**src/design/csps_pkg.sv**
```systemverilog
`timescale 1ns / 1ps
`default_nettype none
// ----------------------------------------------------------------------------
// csps_pkg
// Shared types, constants and helpers of the column segment pixel sorter.
// ----------------------------------------------------------------------------
package csps_pkg;

    localparam int MAX_SEGMENT = 63;
    localparam int LEN_W       = $clog2(MAX_SEGMENT + 1);
    localparam int ADDR_W      = (MAX_SEGMENT > 1) ? $clog2(MAX_SEGMENT) : 1;
    localparam int COMP_W      = 8;
    localparam int PIX_W       = 3 * COMP_W;
    localparam int SUM_W       = 10;
    localparam int CFG_IDX_W   = 2;
    localparam int QUEUE_DEPTH = 2;

    localparam logic [CFG_IDX_W-1:0] CFG_MIN_SUM = 2'd0;
    localparam logic [CFG_IDX_W-1:0] CFG_MAX_SUM = 2'd1;

    localparam logic [SUM_W-1:0] MIN_SUM_RESET = 10'd0;
    localparam logic [SUM_W-1:0] MAX_SUM_RESET = 10'd765;

    localparam logic [LEN_W-1:0] SEG_FULL = LEN_W'(MAX_SEGMENT);

    typedef struct packed {
        logic [COMP_W-1:0] red;
        logic [COMP_W-1:0] green;
        logic [COMP_W-1:0] blue;
    } pixel_t;

    typedef struct packed {
        pixel_t            pix;
        logic [SUM_W-1:0]  sum;
        logic              hold;
        logic              col_end;
    } seg_cmd_t;

    typedef struct packed {
        pixel_t pix;
        logic   run_last;
        logic   column_done;
    } result_t;

    typedef enum logic [2:0] {
        B_IDLE,
        B_INS_CMP,
        B_INS_PUT,
        B_FL_RD,
        B_FL_OUT,
        B_PASS_OUT
    } back_state_t;

    typedef struct packed {
        back_state_t       state;
        logic [LEN_W-1:0]  len;
    } back_status_t;

    function automatic logic [SUM_W-1:0] pix_sum(input pixel_t p);
        return SUM_W'(p.red) + SUM_W'(p.green) + SUM_W'(p.blue);
    endfunction

endpackage
`default_nettype wire

```
**src/design/csps_front.sv**
```systemverilog
`timescale 1ns / 1ps
`default_nettype none
// ----------------------------------------------------------------------------
// csps_front
// Holds the sum bounds, takes pixels and tags each one as held or passed.
// ----------------------------------------------------------------------------
module csps_front (
    input  wire logic                          aclk,
    input  wire logic                          aresetn,
    input  wire logic                          cfg_valid,
    output logic                               cfg_ready,
    input  wire logic [csps_pkg::CFG_IDX_W-1:0] cfg_index,
    input  wire logic [csps_pkg::SUM_W-1:0]     cfg_data,
    input  wire logic                          s_tvalid,
    output logic                               s_tready,
    input  wire logic [csps_pkg::PIX_W-1:0]     s_tdata,   // red, green, blue
    input  wire logic                          s_tlast,   // column_end
    output logic                               push_valid,
    input  wire logic                          push_ready,
    output csps_pkg::seg_cmd_t                 push_data
);
    import csps_pkg::*;

    logic [SUM_W-1:0] min_sum_reg, min_sum_next;
    logic [SUM_W-1:0] max_sum_reg, max_sum_next;
    pixel_t           pix;
    logic [SUM_W-1:0] sum;

    assign cfg_ready = 1'b1;

    always_comb begin
        min_sum_next = min_sum_reg;
        max_sum_next = max_sum_reg;
        if (cfg_valid) begin
            case (cfg_index)
                CFG_MIN_SUM: min_sum_next = cfg_data;
                CFG_MAX_SUM: max_sum_next = cfg_data;
                default: ;
            endcase
        end
    end

    always_ff @(posedge aclk) begin
        if (!aresetn) begin
            min_sum_reg <= MIN_SUM_RESET;
            max_sum_reg <= MAX_SUM_RESET;
        end else begin
            min_sum_reg <= min_sum_next;
            max_sum_reg <= max_sum_next;
        end
    end

    always_comb begin
        pix.red   = s_tdata[COMP_W-1:0];
        pix.green = s_tdata[2*COMP_W-1:COMP_W];
        pix.blue  = s_tdata[3*COMP_W-1:2*COMP_W];
        sum       = pix_sum(pix);
    end

    assign s_tready   = push_ready;
    assign push_valid = s_tvalid;

    always_comb begin
        push_data.pix     = pix;
        push_data.sum     = sum;
        push_data.col_end = s_tlast;
        push_data.hold    = !s_tlast && (sum >= min_sum_reg) && (sum <= max_sum_reg);
    end

endmodule
`default_nettype wire

```
**src/design/csps_queue.sv**
```systemverilog
`timescale 1ns / 1ps
`default_nettype none
// ----------------------------------------------------------------------------
// csps_queue
// Short command queue between the front and the back.
// ----------------------------------------------------------------------------
module csps_queue (
    input  wire logic                aclk,
    input  wire logic                aresetn,
    input  wire logic                push_valid,
    output logic                     push_ready,
    input  wire csps_pkg::seg_cmd_t  push_data,
    output logic                     pop_valid,
    input  wire logic                pop_ready,
    output csps_pkg::seg_cmd_t       pop_data
);
    import csps_pkg::*;

    localparam int PTR_W = (QUEUE_DEPTH > 1) ? $clog2(QUEUE_DEPTH) : 1;
    localparam int CNT_W = $clog2(QUEUE_DEPTH + 1);
    localparam logic [PTR_W-1:0] PTR_LAST = PTR_W'(QUEUE_DEPTH - 1);
    localparam logic [CNT_W-1:0] CNT_FULL = CNT_W'(QUEUE_DEPTH);

    seg_cmd_t          entry_reg [QUEUE_DEPTH];
    logic [PTR_W-1:0]  wr_ptr_reg, wr_ptr_next;
    logic [PTR_W-1:0]  rd_ptr_reg, rd_ptr_next;
    logic [CNT_W-1:0]  count_reg, count_next;
    logic              do_push, do_pop;

    assign push_ready = (count_reg != CNT_FULL);
    assign pop_valid  = (count_reg != '0);
    assign pop_data   = entry_reg[rd_ptr_reg];
    assign do_push    = push_valid && push_ready;
    assign do_pop     = pop_valid && pop_ready;

    always_comb begin
        wr_ptr_next = wr_ptr_reg;
        rd_ptr_next = rd_ptr_reg;
        count_next  = count_reg;
        if (do_push) begin
            wr_ptr_next = (wr_ptr_reg == PTR_LAST) ? '0 : wr_ptr_reg + PTR_W'(1);
        end
        if (do_pop) begin
            rd_ptr_next = (rd_ptr_reg == PTR_LAST) ? '0 : rd_ptr_reg + PTR_W'(1);
        end
        if (do_push && !do_pop) begin
            count_next = count_reg + CNT_W'(1);
        end else if (do_pop && !do_push) begin
            count_next = count_reg - CNT_W'(1);
        end
    end

    always_ff @(posedge aclk) begin
        if (!aresetn) begin
            wr_ptr_reg <= '0;
            rd_ptr_reg <= '0;
            count_reg  <= '0;
        end else begin
            wr_ptr_reg <= wr_ptr_next;
            rd_ptr_reg <= rd_ptr_next;
            count_reg  <= count_next;
        end
    end

    always_ff @(posedge aclk) begin
        if (do_push) begin
            entry_reg[wr_ptr_reg] <= push_data;
        end
    end

endmodule
`default_nettype wire

```
**src/design/csps_back.sv**
```systemverilog
`timescale 1ns / 1ps
`default_nettype none
// ----------------------------------------------------------------------------
// csps_back
// Segment buffer kept sorted by insertion, flush sequencer and output register.
// ----------------------------------------------------------------------------
module csps_back (
    input  wire logic                aclk,
    input  wire logic                aresetn,
    input  wire logic                cmd_valid,
    output logic                     cmd_pop,
    input  wire csps_pkg::seg_cmd_t  cmd_in,
    output logic                     out_valid,
    input  wire logic                out_ready,
    output csps_pkg::result_t        out_data,
    output csps_pkg::back_status_t   status
);
    import csps_pkg::*;

    pixel_t            seg_mem [MAX_SEGMENT];
    pixel_t            rd_data_reg;

    back_state_t       state_reg, state_next;
    logic [LEN_W-1:0]  len_reg, len_next;
    logic [ADDR_W-1:0] idx_reg, idx_next;
    logic              full_reg, full_next;
    seg_cmd_t          cmd_reg, cmd_next;
    logic              out_valid_reg;
    result_t           out_reg;

    logic              rd_en, wr_en, out_load;
    logic [ADDR_W-1:0] rd_addr, wr_addr;
    pixel_t            wr_data;
    result_t           load_data;

    logic              out_free, greater, last_idx, ins_full;
    logic [LEN_W-1:0]  len_inc;
    logic [ADDR_W-1:0] len_top;

    assign out_free = !out_valid_reg || out_ready;
    assign greater  = pix_sum(rd_data_reg) > cmd_reg.sum;
    assign len_top  = ADDR_W'(len_reg - LEN_W'(1));
    assign last_idx = (idx_reg == len_top);
    assign len_inc  = len_reg + LEN_W'(1);
    assign ins_full = (len_inc == SEG_FULL);

    // next state
    always_comb begin
        state_next = state_reg;
        len_next   = len_reg;
        idx_next   = idx_reg;
        full_next  = full_reg;
        cmd_next   = cmd_reg;
        case (state_reg)
            B_IDLE: begin
                if (cmd_valid) begin
                    cmd_next = cmd_in;
                    if (cmd_in.hold) begin
                        if (len_reg == '0) begin
                            len_next = len_inc;
                            if (ins_full) begin
                                state_next = B_FL_RD;
                                idx_next   = '0;
                                full_next  = 1'b1;
                            end
                        end else begin
                            idx_next   = len_top;
                            state_next = B_INS_CMP;
                        end
                    end else if (len_reg != '0) begin
                        state_next = B_FL_RD;
                        idx_next   = '0;
                        full_next  = 1'b0;
                    end else begin
                        state_next = B_PASS_OUT;
                    end
                end
            end
            B_INS_CMP: begin
                if (greater) begin
                    if (idx_reg == '0) begin
                        state_next = B_INS_PUT;
                    end else begin
                        idx_next = idx_reg - ADDR_W'(1);
                    end
                end else begin
                    len_next = len_inc;
                    if (ins_full) begin
                        state_next = B_FL_RD;
                        idx_next   = '0;
                        full_next  = 1'b1;
                    end else begin
                        state_next = B_IDLE;
                    end
                end
            end
            B_INS_PUT: begin
                len_next = len_inc;
                if (ins_full) begin
                    state_next = B_FL_RD;
                    idx_next   = '0;
                    full_next  = 1'b1;
                end else begin
                    state_next = B_IDLE;
                end
            end
            B_FL_RD: begin
                state_next = B_FL_OUT;
            end
            B_FL_OUT: begin
                if (out_free) begin
                    if (last_idx) begin
                        len_next   = '0;
                        state_next = full_reg ? B_IDLE : B_PASS_OUT;
                    end else begin
                        idx_next   = idx_reg + ADDR_W'(1);
                        state_next = B_FL_RD;
                    end
                end
            end
            B_PASS_OUT: begin
                if (out_free) begin
                    state_next = B_IDLE;
                end
            end
            default: begin
                state_next = B_IDLE;
            end
        endcase
    end

    // outputs and buffer access
    always_comb begin
        cmd_pop   = 1'b0;
        rd_en     = 1'b0;
        rd_addr   = '0;
        wr_en     = 1'b0;
        wr_addr   = '0;
        wr_data   = cmd_reg.pix;
        out_load  = 1'b0;
        load_data = '{pix: rd_data_reg, run_last: 1'b0, column_done: 1'b0};
        case (state_reg)
            B_IDLE: begin
                cmd_pop = cmd_valid;
                if (cmd_valid && cmd_in.hold) begin
                    if (len_reg == '0) begin
                        wr_en   = 1'b1;
                        wr_data = cmd_in.pix;
                    end else begin
                        rd_en   = 1'b1;
                        rd_addr = len_top;
                    end
                end
            end
            B_INS_CMP: begin
                wr_en   = 1'b1;
                wr_addr = idx_reg + ADDR_W'(1);
                if (greater) begin
                    wr_data = rd_data_reg;
                    if (idx_reg != '0) begin
                        rd_en   = 1'b1;
                        rd_addr = idx_reg - ADDR_W'(1);
                    end
                end
            end
            B_INS_PUT: begin
                wr_en = 1'b1;
            end
            B_FL_RD: begin
                rd_en   = 1'b1;
                rd_addr = idx_reg;
            end
            B_FL_OUT: begin
                out_load           = out_free;
                load_data.run_last = full_reg && last_idx;
            end
            B_PASS_OUT: begin
                out_load  = out_free;
                load_data = '{pix: cmd_reg.pix, run_last: 1'b1,
                              column_done: cmd_reg.col_end};
            end
            default: ;
        endcase
    end

    always_ff @(posedge aclk) begin
        if (!aresetn) begin
            state_reg     <= B_IDLE;
            len_reg       <= '0;
            full_reg      <= 1'b0;
            out_valid_reg <= 1'b0;
        end else begin
            state_reg <= state_next;
            len_reg   <= len_next;
            full_reg  <= full_next;
            if (out_load) begin
                out_valid_reg <= 1'b1;
            end else if (out_ready) begin
                out_valid_reg <= 1'b0;
            end
        end
    end

    always_ff @(posedge aclk) begin
        idx_reg <= idx_next;
        cmd_reg <= cmd_next;
        if (out_load) begin
            out_reg <= load_data;
        end
    end

    always_ff @(posedge aclk) begin
        if (wr_en) begin
            seg_mem[wr_addr] <= wr_data;
        end
        if (rd_en) begin
            rd_data_reg <= seg_mem[rd_addr];
        end
    end

    assign out_valid    = out_valid_reg;
    assign out_data     = out_reg;
    assign status.state = state_reg;
    assign status.len   = len_reg;

endmodule
`default_nettype wire

```
**src/design/column_segment_pixel_sorter.sv**
```systemverilog
`timescale 1ns / 1ps
`default_nettype none
// ----------------------------------------------------------------------------
// column_segment_pixel_sorter
// Sorts in-range runs of a pixel column by r+g+b sum and passes other pixels.
// ----------------------------------------------------------------------------
// channel   dir  data                          side bits
// s_*       in   tdata: red, green, blue       tlast: column_end
// m_*       out  tdata: out_red, green, blue   tlast: run_last, tuser: column_done
// cfg_*     in   cfg_data: bound value         cfg_index: 0 min_sum, 1 max_sum
//
// a held pixel is inserted into the sorted buffer, one entry moved per cycle,
// larger entries shifted up from the top through the registered read of the buffer memory
// a flush reads each buffered pixel through a registered read, then loads the output
// a passed pixel goes straight to the output load; a two-entry queue decouples front and back
// reset sets the bounds to 0 and 765 and clears the fill count and the queue; buffer contents stay
// stalls on m_tready hold the output register and back up into the queue
// ----------------------------------------------------------------------------
module column_segment_pixel_sorter (
    input  wire logic                          aclk,
    input  wire logic                          aresetn,
    input  wire logic                          s_tvalid,
    output logic                               s_tready,
    input  wire logic [csps_pkg::PIX_W-1:0]     s_tdata,   // red, green, blue
    input  wire logic                          s_tlast,   // column_end
    output logic                               m_tvalid,
    input  wire logic                          m_tready,
    output logic [csps_pkg::PIX_W-1:0]          m_tdata,   // out_red, out_green, out_blue
    output logic                               m_tlast,   // run_last
    output logic                               m_tuser,   // column_done
    input  wire logic                          cfg_valid,
    output logic                               cfg_ready,
    input  wire logic [csps_pkg::CFG_IDX_W-1:0] cfg_index,
    input  wire logic [csps_pkg::SUM_W-1:0]     cfg_data
);
    import csps_pkg::*;

    logic         push_valid, push_ready;
    seg_cmd_t     push_data;
    logic         pop_valid, pop_ready;
    seg_cmd_t     pop_data;
    result_t      result;
    back_status_t status;

    csps_front u_front (
        .aclk       (aclk),
        .aresetn    (aresetn),
        .cfg_valid  (cfg_valid),
        .cfg_ready  (cfg_ready),
        .cfg_index  (cfg_index),
        .cfg_data   (cfg_data),
        .s_tvalid   (s_tvalid),
        .s_tready   (s_tready),
        .s_tdata    (s_tdata),
        .s_tlast    (s_tlast),
        .push_valid (push_valid),
        .push_ready (push_ready),
        .push_data  (push_data)
    );

    csps_queue u_queue (
        .aclk       (aclk),
        .aresetn    (aresetn),
        .push_valid (push_valid),
        .push_ready (push_ready),
        .push_data  (push_data),
        .pop_valid  (pop_valid),
        .pop_ready  (pop_ready),
        .pop_data   (pop_data)
    );

    csps_back u_back (
        .aclk      (aclk),
        .aresetn   (aresetn),
        .cmd_valid (pop_valid),
        .cmd_pop   (pop_ready),
        .cmd_in    (pop_data),
        .out_valid (m_tvalid),
        .out_ready (m_tready),
        .out_data  (result),
        .status    (status)
    );

    assign m_tdata = {result.pix.blue, result.pix.green, result.pix.red};
    assign m_tlast = result.run_last;
    assign m_tuser = result.column_done;

    a_len_below_full: assert property (@(posedge aclk) disable iff (!aresetn)
        status.state == B_IDLE |-> status.len < SEG_FULL)
        else $error("segment buffer full while back is idle");

    a_done_ends_run: assert property (@(posedge aclk) disable iff (!aresetn)
        m_tvalid && m_tuser |-> m_tlast)
        else $error("column end result not marked last of run");

    a_inner_from_flush: assert property (@(posedge aclk) disable iff (!aresetn)
        m_tvalid && !m_tlast |-> status.state == B_FL_RD || status.state == B_FL_OUT
                                 || status.state == B_PASS_OUT)
        else $error("non-final result outside a flush");

    a_pop_when_idle: assert property (@(posedge aclk) disable iff (!aresetn)
        pop_ready |-> status.state == B_IDLE && pop_valid)
        else $error("queue popped while back is busy");

endmodule
`default_nettype wire

```
**config.mk**
```make
export PLATFORM = sky130hd
export DESIGN_NAME = column_segment_pixel_sorter
export DESIGN_NICKNAME = d
export VERILOG_FILES = /design/src/design/csps_pkg.sv /design/src/design/csps_front.sv /design/src/design/csps_queue.sv /design/src/design/csps_back.sv /design/src/design/column_segment_pixel_sorter.sv
export SDC_FILE = /design/constraint.sdc
export NUM_CORES = 2
export LEC_CHECK = 0
export CAP_MARGIN = 20
export CORE_MARGIN = 10
export CORE_UTILIZATION = 57
export CTS_CLUSTER_DIAMETER = 30
export CTS_CLUSTER_SIZE = 10
export DETAILED_ROUTE_END_ITERATION = 12
export DONT_BUFFER_PORTS = 1
export PLACE_DENSITY_LB_ADDON = 0.15
export RECOVER_POWER = 25
export SKIP_LAST_GASP = 1
export SYNTH_ARGS = -nofsm -noshare
export SYNTH_HDL_FRONTEND = slang
export SYNTH_HIERARCHICAL = 1
export SYNTH_SLANG_ARGS = --single-unit
```
**constraint.sdc**
```tcl
create_clock -name aclk -period 5.4 [get_ports aclk]
set_input_delay 0 -clock aclk [delete_from_list [all_inputs] [get_ports aclk]]
set_output_delay 0 -clock aclk [all_outputs]
set_load 0.05 [all_outputs]
```
Word-level counts from Yosys, hierarchy flattened

Memories as Yosys holds them, arrays and structs flattened. A register that Yosys moved wholly into a read port is not among the register bits.
Index checks and enable logic that the tools add are counted.

Register bits: 102
RAM bits: 1,584
Input port bits: 42
Output and inout bits: 29
Word-level logic and storage cells: 163
Memories kept: 2

Memories:

| memory            | words | width | rd ports | clocked after Yosys merged registers in | write ports | line             | RTL |
|---|---|---|---|---|---|---|---|
| u_back.seg_mem    | 63    | 24    | 1        | 1                                       | 1           | csps_back.sv:20  | `pixel_t seg_mem [MAX_SEGMENT];` |
| u_queue.entry_reg | 2     | 36    | 1        | 1                                       | 1           | csps_queue.sv:24 | `seg_cmd_t entry_reg [QUEUE_DEPTH];` |

Add/sub/neg operators: 12
Magnitude comparators: 3
Equality and inequality tests: 22
Multiplexer cells: 71
Reductions and logical operators: 33

Operators with widths:

| kind                                                 | count |
|---|---|
| 2-to-1 mux 6 bit                                     | 20 |
| 2-to-1 mux 24 bit                                    | 4 |
| case mux 24 bit (2 select lines)                     | 1 |
| case mux 6 bit (4 select lines)                      | 2 |
| 2-to-1 mux 3 bit                                     | 11 |
| 2-to-1 mux 1 bit                                     | 24 |
| adder 10 x 8 -> 10 bit                               | 2 |
| adder 8 x 8 -> 9 bit                                 | 2 |
| case mux 3 bit (6 select lines)                      | 1 |
| case mux 6 bit (3 select lines)                      | 1 |
| adder 6 x 1 -> 6 bit (second input constant)         | 2 |
| logical NOT 6 bit                                    | 2 |
| != test 2 x 1 -> 1 bit (second input constant)       | 6 |
| nonzero test 6 bit                                   | 2 |
| subtractor 6 x 1 -> 6 bit (second input constant)    | 2 |
| >= comparator 10 bit                                 | 1 |
| > comparator 10 bit                                  | 1 |
| <= comparator 10 bit                                 | 1 |
| AND reduction 5 bit                                  | 2 |
| != test 3 bit (second input constant)                | 3 |
| logical AND 1 bit                                    | 8 |
| AND reduction 7 bit                                  | 1 |
| equality test 3 x 2 -> 1 bit (second input constant) | 2 |
| equality test 3 bit (second input constant)          | 2 |
| other kinds (23)                                     | 38 |

Longest topological paths before layout

Depth in word-level cells: 7
Gate-level depth with buffers: 28
Gate-level depth less buffers: 23

By module

The synthesis kept the hierarchy.

Modules (own cells, without submodules):

| module     | times used | cells each | area an instance (µm²) | seq. area each (µm²) |
|---|---|---|---|---|
| csps_back  | 1          | 4,685      | 65,701.8               | 48,356.4 |
| csps_queue | 1          | 136        | 2,832.7                | 2,262.2 |
| csps_front | 1          | 218        | 1,866.8                | 400.4 |

Worst setup path after synthesis

No wires, ideal clock.

Path type: register to register
From: reg u_back/rd_data_reg[9] (netlist name)
To: mem u_back/seg_mem[0][0] (netlist bit) (data pin)
Setup time: 0.353 ns
Arrival time: 5.538 ns
Data required time: 5.047 ns
Slack: -0.491 ns
Cell stages (with the launch flop): 25
Path buffers: 3
Period minus slack after synthesis: 5.891 ns
Path through: edfxtp_1 -> inv_1 -> fa_1 -> inv_1 -> ha_1 -> inv_1 -> fa_1 -> inv_1 -> a21oi_1 -> o21ai_0 -> a21oi_1 -> o21bai_1 -> a21oi_1 -> nor2_1 -> ha_1 -> a21oi_1 -> o211ai_1 -> a221oi_1 -> clkbuf_1 -> clkbuf_1 -> nor3_1 -> nor2_1 -> clkbuf_1 -> nand2_1 -> nand2_1

RTL lines:

| element   | line |
|---|---|
| to (decl) | csps_back.sv:20 |

Worst setup path in the final report

From: reg u_back/rd_data_reg[17] (netlist name)
To: reg u_back/rd_data_reg[6] (netlist name)

Longest elaborated chain between the ends: 5
Elaborated cells between the ends (all ways): 7
Classes of those cells: 2 x add/sub; 1 x order compare; 4 x mux

Ends and longest elaborated chain:

| element                                                                            | line             | RTL |
|---|---|---|
| adder 8 x 8 -> 9 bit *                                                             | csps_pkg.sv:60   | `return SUM_W'(p.red) + SUM_W'(p.green) + SUM_W'(p.blue);` |
| adder 10 x 8 -> 10 bit *                                                           | csps_pkg.sv:60   |  |
| > comparator 10 bit *                                                              | csps_back.sv:41  | `assign greater = pix_sum(rd_data_reg) > cmd_reg.sum;` |
| 2-to-1 mux 6 bit or 2-to-1 mux 1 bit (tied branches)                               | csps_back.sv:158 | `if (greater) begin` |
| case mux 6 bit (3 select lines) or case mux 1 bit (3 select lines) (tied branches) | csps_back.sv:142 | `case (state_reg)` |

Every way passes the cells marked *; elsewhere a longest branch is shown, timed or not.
A chain may end at the register's enable or synchronous reset.

==> run metrics <==
status=finished with violations; failing checks=max-capacitance violations, max-slew violations, negative setup slack; synthesis warning total=6; fillers=6744; RR Endpoint=u_back/rd_data_reg[6]$_DFFE_PP_; number of global-route vias before repair=47200; I/O Buffers=0; most common cell after layout, fill and taps aside=edfxtp_1; reg-to-reg startpoint=u_back/rd_data_reg[17]$_DFFE_PP_; core area=122000 um^2; final wirelength=227 mm; power per standard cell area=800 nW/um^2; # IOs=71; Post-synth top flop=edfxtp_1; grt ovf=0; Hold Crit Start=aresetn; clk_lat worst skew=0.91 ns; Worst Max-Slew Pin Slew=2.37 ns; Area after DPL=76100 um^2; setup violators final=24; Routed met2 length=106 mm; CTS max path bufs=4; DRC=0; Die X=371 um; cell chosen for the clock root=clkbuf_16; Tot GR Track Use=between 30% and 40%; Slowest cell on crit path=fa_2; Syn Nets=5152; final worst setup slack=-0.363 ns; register area share after synthesis=72.5%; # rows=128; Peak VDD IR=approximately 1.2 mV; WL met3=25.5 mm; fin. max-slew vios=approximately 840; met1 wire length=82.9 mm; reg2reg setup slack=-0.36 ns; crit path launch type=flip-flop; vias per std cell=6.41; Hold Slack=about 0.077 ns; worst-path maximum fanout=11; share of layout cells above drive strength 1=25.8%; Nets=5948; max-cap viol count=32; DR top layer=met5; synth unique cells=84; Slew Limit Headroom=-57.9%; Initial Utilization=57.6%; Sink Count=approximately 1700; DR vias=49500; first-pass GRT wire length=316 mm; ANT nets after route=0; r2r worst-path depth=28; Post-Syn Area=a little over 70000 um^2; Critical Path End Type=flip-flop; Worst path most repeated cell=buf_4; post-synthesis async set-or-reset flop share=0%; DRT Pass-1 Iters=6; maximum level of the CTS H-tree=5; Worst path max stage delay=0.58 ns; Post-synth EDFFs=1675; most frequent cells in the layout=edfxtp_1 (1675), nand2_1 (1075), nand3_1 (493), buf_4 (405), clkbuf_16 (381); Clock Pin Slew Worst Setup and Hold Paths=roughly 0.05 ns; final std cells w/o fill=7727; P&R area growth vs syn=32.2%; final instance area=93000 um^2; fin crit period=5.76 ns; synthesized flop and latch total=1711; Hold Path Depth=3; DR iter-0 viols=6651; Die Ht=between 300 and 400 um; TritonCTS buffer count=roughly 350; Total Negative Setup Slacks=-6.23 ns; worst endpoint required time=6.15 ns; routability cong.=0.924; CTS tree=done; CP arrival=6.51 ns; Mapped Cells=5039; Hold WC Path Type=in2reg; largest net degree at the start of global routing=between 60 and 70; Clock Skew=0.0613 ns; RSZ-0062 raised after global routing=yes; Pwr Total=74.5 mW; Static Leak=34.6 nW; Fmax=0.174 GHz; drt wl/cell=29.4 um; critical path class=reg2reg; WHS Endpoint=u_front/min_sum_reg[7]$_SDFFE_PN0P_; Syn Area/Cell=14.0 um^2; Hold Fails Final Rpt=0; Cells after DPL=6837; die area=138000 um^2; max FFs per register=1512; Final Cycle Share=107%; DPL Wire Length=125 mm; antenna violations before repair=2
## cell usage after synthesis, types with 18 or more instances
cell type / count / share of area [%]
dfxtp_1: 36 / 1.0
a22oi_1: 34 / 0.36
buf_1: 47 / 0.25
a21oi_1: 104 / 0.74
a211oi_1: 32 / 0.34
buf_4: 44 / 0.47
xnor2_1: 20 / 0.25
mux2_2: 75 / 1.2
buf_2: 77 / 0.55
edfxtp_1: 1675 / 71
o21ai_0: 33 / 0.23
a32oi_1: 27 / 0.34
ha_1: 53 / 0.94
clkbuf_1: 147 / 0.78
nand2_1: 1123 / 6.0
and3_1: 18 / 0.16
fa_1: 18 / 0.51
nor3_1: 31 / 0.22
inv_1: 59 / 0.31
a311oi_1: 54 / 0.67
o22ai_1: 21 / 0.19
a31oi_1: 45 / 0.40
nand3_1: 529 / 3.8
mux2i_1: 286 / 4.1
nor2_1: 137 / 0.73
## through the flow
step	util [%]	setup WS (ns)
3_5_place_dp	62.3	-0.970
2_1_floorplan	-	-0.244
6_report	76.1	-0.363
5_1_grt	76.1	-0.463
3_3_place_gp	62.3	-1.07
4_1_cts	73.9	-0.173
## worst max-delay path by stage
stage | endpoint | slack, ns | depth (start not counted) | startpoint
2_1_floorplan | u_back/seg_mem[0][19]$_DFFE_PP_ | -0.24 | 23 | u_back/rd_data_reg[9]$_DFFE_PP_
3_3_place_gp | u_back/rd_data_reg[20]$_DFFE_PP_ | -1.07 | 26 | u_back/rd_data_reg[9]$_DFFE_PP_
3_5_place_dp | u_back/rd_data_reg[22]$_DFFE_PP_ | -0.97 | 26 | u_back/rd_data_reg[1]$_DFFE_PP_
4_1_cts | u_back/rd_data_reg[10]$_DFFE_PP_ | -0.17 | 27 | u_back/rd_data_reg[17]$_DFFE_PP_
5_1_grt | u_back/rd_data_reg[6]$_DFFE_PP_ | -0.46 | 26 | u_back/rd_data_reg[17]$_DFFE_PP_
6_report | u_back/rd_data_reg[6]$_DFFE_PP_ | -0.36 | 28 | u_back/rd_data_reg[17]$_DFFE_PP_
## area by class of cell
cell class | count | area [um^2] | share of cell area [%]
repair buffers | 766 | 8480 | 9.12
inverters | 59 | 221 | 0.238
clock inverters | 215 | 2210 | 2.37
clock buffers | 399 | 9100 | 9.78
multi-input cells | 2949 | 20000 | 21.5
well taps | 1625 | 2030 | 2.19
flip-flops and latches | 1711 | 51000 | 54.8
diodes | 3 | 7.51 | 0.00807
## per-layer routing
metal	global-route usage (%)	up-vias
li1	-	20600
met1	41.3	24700
met2	48.6	3469
met3	6.82	695
met4	15.3	4
met5	0	-
## where the power goes
group          total [mW]  internal [mW]  switching, mW
combinational        33.4           12.7           20.6
sequential           20.5           19.8          0.616
clock                20.7           13.9           6.75
## worst max-delay path, delay by kind of cell (launching register included)
| family | cells | cell delay, ns |
|---|---|---|
| flip-flops | 1 | 0.37 |
| adder cells (fa/ha/maj) | 4 | 1.22 |
| AND/OR/NAND/NOR | 4 | 1.06 |
| XOR/XNOR | 1 | 0.13 |
| AO/OA/AOI/OAI | 7 | 1.43 |
| buffers and inverters | 12 | 1.42 |
## kinds of logic (layout without fill, tap and decap cells)
group | after synthesis | count (layout) | synth area share [%]
other | 1 | 4 | 0.00533
XOR/XNOR | 36 | 36 | 0.448
adder cells (fa/ha/maj) | 71 | 71 | 1.45
buffers and inverters | 379 | 1439 | 2.45
multiplexers | 376 | 376 | 5.75
AO/OA/AOI/OAI | 538 | 538 | 5.69
flip-flops | 1711 | 1711 | 72.5
AND/OR/NAND/NOR | 1927 | 1927 | 11.7
## timing repair
action                     4_1_cts  5_1_grt
resized for setup              212      315
buffers inserted                41      106
hold buffers                    99        0
gates cloned                    14       27
hold endpoints to repair       212        0
setup endpoints to repair      876     1529
pin swaps                       54      136
Power figures use the tool's default switching activity.
